**config.mk**
```make
export PLATFORM = sky130hd
export DESIGN_NAME = pip_front
export DESIGN_NICKNAME = d
export VERILOG_FILES = /design/src/rtl/pip_pkg.sv /design/src/rtl/pip_front.sv
export SDC_FILE = /design/constraint.sdc
export NUM_CORES = 2
export LEC_CHECK = 0
export BUFFER_PORTS_ARGS = -buffer_cell sky130_fd_sc_hd__buf_4
export CORE_MARGIN = 2
export CORE_UTILIZATION = 59
export DETAILED_ROUTE_END_ITERATION = 10
export PLACE_DENSITY = 0.8
export SKIP_CTS_REPAIR_TIMING = 1
export SLEW_MARGIN = 0
export SYNTH_ARGS = -nofsm -noshare
export SYNTH_HDL_FRONTEND = slang
export SYNTH_SLANG_ARGS = --single-unit
```
**constraint.sdc**
```tcl
create_clock -name clk -period 6.9 [get_ports clk]
set_input_delay 0.69 -clock clk [delete_from_list [all_inputs] [get_ports clk]]
set_output_delay 0.69 -clock clk [all_outputs]
set_load 0.005 [all_outputs]
```
**src/rtl/pip_pkg.sv**
```systemverilog
// ----------------------------------------------------------------------------
// pip_pkg
// Shared widths and the transformed-vertex record passed front to back.
// ----------------------------------------------------------------------------
package pip_pkg;

  localparam int COORD_W     = 16;             // Q12.4 coordinate
  localparam int CNT_W       = 7;              // crossing counter, wraps
  localparam int DIFF_W      = COORD_W + 1;    // coordinate difference
  localparam int EDGE_PROD_W = 2 * DIFF_W;     // difference product
  localparam int CROSS_W     = EDGE_PROD_W + 1;

  typedef logic signed [COORD_W-1:0] coord_t;
  typedef logic [CNT_W-1:0]          count_t;

  typedef struct packed {
    coord_t tx;
    coord_t ty;
    coord_t px;
    coord_t py;
    logic   first;
    logic   last;
  } vertex_t;

endpackage

```
**src/rtl/pip_front.sv**
```systemverilog
// ----------------------------------------------------------------------------
// pip_front
// Rotates a local vertex by cos/sin in Q1.14, rounds, translates and
// saturates. One product stage, then round and saturate into the queue.
// ----------------------------------------------------------------------------
module pip_front (
  input  logic             clk,
  input  logic             rst,
  input  logic             in_valid,
  output logic             in_ready,
  input  pip_pkg::coord_t  point_x,
  input  pip_pkg::coord_t  point_y,
  input  pip_pkg::coord_t  offset_x,
  input  pip_pkg::coord_t  offset_y,
  input  pip_pkg::coord_t  rot_cos,
  input  pip_pkg::coord_t  rot_sin,
  input  pip_pkg::coord_t  vertex_x,
  input  pip_pkg::coord_t  vertex_y,
  input  logic             first_vertex,
  input  logic             last_vertex,
  output logic             q_push,
  output pip_pkg::vertex_t q_data,
  input  logic             q_full
);
  import pip_pkg::*;

  localparam int PROD_W   = 2 * COORD_W;
  localparam int SUM_W    = PROD_W + 1;
  localparam int ROT_FRAC = 14;
  localparam int RND_W    = SUM_W - ROT_FRAC;
  localparam int TOT_W    = RND_W + 1;
  localparam logic signed [SUM_W-1:0] RND_HALF = SUM_W'(1) <<< (ROT_FRAC - 1);

  function automatic coord_t sat_coord(input logic signed [TOT_W-1:0] v);
    coord_t r;
    if (v[TOT_W-1:COORD_W-1] == '0 || v[TOT_W-1:COORD_W-1] == '1) begin
      r = v[COORD_W-1:0];
    end else if (v[TOT_W-1]) begin
      r = {1'b1, {(COORD_W-1){1'b0}}};
    end else begin
      r = {1'b0, {(COORD_W-1){1'b1}}};
    end
    return r;
  endfunction

  logic                      s1_valid;
  logic signed [PROD_W-1:0]  p_cx, p_sy, p_sx, p_cy;
  coord_t                    s1_ox, s1_oy, s1_px, s1_py;
  logic                      s1_first, s1_last;

  logic signed [SUM_W-1:0]   sum_x, sum_y, bias_x, bias_y;
  logic signed [RND_W-1:0]   rnd_x, rnd_y;
  logic signed [TOT_W-1:0]   tot_x, tot_y;

  assign in_ready = !s1_valid || !q_full;
  assign q_push   = s1_valid && !q_full;

  always_ff @(posedge clk) begin
    if (rst) begin
      s1_valid <= 1'b0;
    end else if (in_ready) begin
      s1_valid <= in_valid;
    end
    if (in_ready && in_valid) begin
      p_cx     <= PROD_W'(rot_cos) * PROD_W'(vertex_x);
      p_sy     <= PROD_W'(rot_sin) * PROD_W'(vertex_y);
      p_sx     <= PROD_W'(rot_sin) * PROD_W'(vertex_x);
      p_cy     <= PROD_W'(rot_cos) * PROD_W'(vertex_y);
      s1_ox    <= offset_x;
      s1_oy    <= offset_y;
      s1_px    <= point_x;
      s1_py    <= point_y;
      s1_first <= first_vertex;
      s1_last  <= last_vertex;
    end
  end

  // round half up: add half an LSB, keep the floor
  always_comb begin
    sum_x  = SUM_W'(p_cx) - SUM_W'(p_sy);
    sum_y  = SUM_W'(p_sx) + SUM_W'(p_cy);
    bias_x = sum_x + RND_HALF;
    bias_y = sum_y + RND_HALF;
    rnd_x  = bias_x[SUM_W-1:ROT_FRAC];
    rnd_y  = bias_y[SUM_W-1:ROT_FRAC];
    tot_x  = TOT_W'(rnd_x) + TOT_W'(s1_ox);
    tot_y  = TOT_W'(rnd_y) + TOT_W'(s1_oy);
    q_data.tx    = sat_coord(tot_x);
    q_data.ty    = sat_coord(tot_y);
    q_data.px    = s1_px;
    q_data.py    = s1_py;
    q_data.first = s1_first;
    q_data.last  = s1_last;
  end

endmodule

```
==> results.md <==
* Synth top area share at 41.8%
* Slew Limit Fails at 0
* Number of port buffers at 201
* Full die area at 0.0875 mm^2
* Fin nets at 7059
* DIE HEIGHT at 296 um
* Site Rows at 107
* Mapped Avg Cell Area at 9.59 um^2
* Worst-margin pin slew at 1.06 ns
* Router iterations before antenna repair at 6
* Data required time at the worst endpoint at 6.21 ns
* Detailed placement HPWL at 99.3 mm
* Critical path class: register to primary output
* Final setup vio count at 0
* Top post-synthesis cells by area: fa_1, ha_1, edfxtp_1
* Syn Nets at 6912
* WL final at 121 mm
* Multiplexer area fraction after synthesis at 0.105%
* Final hold viol count at 0
* Number of buffers created by CTS at 17
* Clock Tree Buf Depth at 2
* Initial Utilization at 59.3%
* Register area at 0.00585 mm^2
* Skew final at 0.0153 ns
* Period utilization at 97.3%
* Max cap viols at 0
* Crit path DAT at 6.02 ns
* Io pins at 202
* Layout area overhead at 8.02%
* Drt via density at 5.55
* Clk slew on worst S/H paths at 0.08 ns
* Htree depth at 4
* Number of distinct library cells after synthesis at 75
* Endpoint class of the critical path: primary output
* Gpl congestion at 0.928
* Async S/R FF share, synth at 0%
* Die X at 296 um
* Setup tns final at 0 ns
* Synthesized area at 0.0503 mm^2
* Post-synthesis compound-gate area fraction at 6.46%
* Largest net degree at the start of global routing at 83
* Clock Sinks at 195
* Fin crit period at 6.71 ns
* Synth top cells by count: inv_1, fa_1, nand2_1, and2_1, ha_1
* Synth Area in Simple Gates at 13.9%
* Worst hold path type: input pin to register
* Top-count cell post-synth: inv_1
* Worst-path fanout max at 5
* CTS tree: done
* Post-synthesis sequential area ratio at 11.6%
* First-pass GRT wire length at 197 mm
* Syn Inst Count at 5240
* Clk_lat worst skew at 0.50 ns
* Core area at 0.0847 mm^2
* Startpoint Class: register
* Predominant post-synthesis flop cell: edfxtp_1
* Xor/xnor share of the synthesized area at 3.29%
* YS warnings at 0
* Vias in the first global route at 39000
* #FFs+latches synth at 195
* Adder-Cell Fraction of Synth Area at 54.0%
* Area occupied by multi-input gates at 0.0392 mm^2
* Vias at 36300
* Clk root buf: clkbuf_16
* DRC Markers at 0
* GR Overflow Total at 0
* Main combinational cell family by area after synthesis: adder cells
* Status: finished, final reports clean
* Total track usage at 28.9%
* Fillers at 6665
* Initial antenna violation count at 1
* Post-synth EDFFs at 194
* DR iter-0 viols at 2533
* Relative max-transition margin at 29.5%
* Routed len/inst at 18.4 um
* Share of cells above drive strength 1 at 7.44%
* Yosys top cell by area: fa_1
* FMAX at 149 MHz
* Number of routed nets with antenna violations at 0
## cells by family after synthesis
logic type	count (synthesis)
AO/OA/AOI/OAI	490
XOR/XNOR	189
adder cells (fa/ha/maj)	1538
buffers and inverters	1418
flip-flops	195
multiplexers	5
AND/OR/NAND/NOR	1405
## sequential cells by signal (all words and copies together), names as in the netlist
| name | cells |
|---|---|
| s1_valid | 1 |
| p_sx | 32 |
| s1_oy | 16 |
| p_cx | 32 |
| s1_px | 16 |
| p_cy | 32 |
| s1_ox | 16 |
| s1_first | 1 |
| s1_py | 16 |
| s1_last | 1 |
| p_sy | 32 |
## path summary, 6_finish.rpt
kind                  from    endpoint  slack [ns]  cells after the start
hold / removal         rst    s1_valid        0.33                      2
hold reg to reg   s1_valid    s1_valid        0.51                      2
setup reg to reg  s1_valid    p_sx[19]        4.65                      3
setup / recovery   p_sx[1]  q_data[37]        0.19                     24
## worst max-delay path: stages, from the launching register on
cell	delay [ns]
edfxtp_1	0.45
ha_1	0.23
ha_1	0.29
a41o_1	0.19
a211oi_2	0.22
o32a_1	0.22
nand2b_1	0.07
a21oi_1	0.14
o21ai_0	0.09
a21o_1	0.19
a21oi_2	0.14
xnor2_1	0.08
ha_1	0.23
fa_2	0.42
a211o_1	0.32
a2111oi_4	0.48
o31ai_4	0.10
a311o_1	0.35
a31o_1	0.23
a21oi_2	0.17
xnor2_2	0.20
a41oi_4	0.22
buf_6	0.19
o21ai_0	0.15
buf_4	0.14
## area by class of cell
cell class | instances | area share [%]
Antenna cell | 1 | 0.00461
Clock buffer | 17 | 0.784
Clock inverter | 15 | 0.323
Inverter | 1213 | 8.39
Multi-Input combinational cell | 3627 | 72.2
Sequential cell | 195 | 10.8
Tap cell | 1144 | 2.64
Timing Repair Buffer | 333 | 4.86
## per-stage QoR
stage / area, um^2 / utilization [%] / hold WS [ns] / worst slack [ns] / instances
after CTS: 54000 / 63.8 / 0.305 / -0.270 / 6535
after floorplan: 50300 / - / 0.465 / 0.375 / 5240
after global placement: 53400 / 63.1 / 0.486 / 0.00249 / 6503
after global routing: 54300 / 64.1 / 0.317 / -0.0802 / 6544
after detailed placement: 53400 / 63.1 / 0.493 / -0.0416 / 6503
final: 54300 / 64.1 / 0.333 / 0.186 / 6545
## placed cells by master, fill, tap and decap left out, types with 8 or more instances in the layout
cell type | Yosys | routed
xnor2_1 | 146 | 145
and2_1 | 504 | 503
o21ai_0 | 87 | 83
edfxtp_1 | 194 | 194
buf_12 | 0 | 10
a21o_1 | 84 | 84
nor3_1 | 48 | 47
nand2b_1 | 33 | 33
or3_1 | 15 | 15
o211ai_1 | 8 | 8
a21oi_1 | 124 | 123
o21ai_1 | 12 | 14
a31oi_1 | 16 | 13
clkbuf_16 | 0 | 17
fa_1 | 1050 | 1049
nand3_1 | 33 | 33
a211oi_1 | 19 | 15
xor2_1 | 43 | 43
and3_1 | 16 | 16
buf_4 | 3 | 320
o21bai_1 | 19 | 19
inv_1 | 1212 | 1212
nor2b_1 | 25 | 25
nor2_1 | 159 | 159
o21a_1 | 34 | 34
ha_1 | 488 | 488
nand2_1 | 536 | 536
nand4_1 | 10 | 10
## routing by layer
layer  vias up  track usage, %  wire length (um)
met1     18400            37.3             46900
met2      1404            48.3             59300
met4         0            13.8              5780
li1      16200               -                 -
met3       308            4.28              8670
met5         -               0                 0
Power is not shown: default switching activity piles up to over one toggle a cycle in this logic, so the estimate is an artifact.
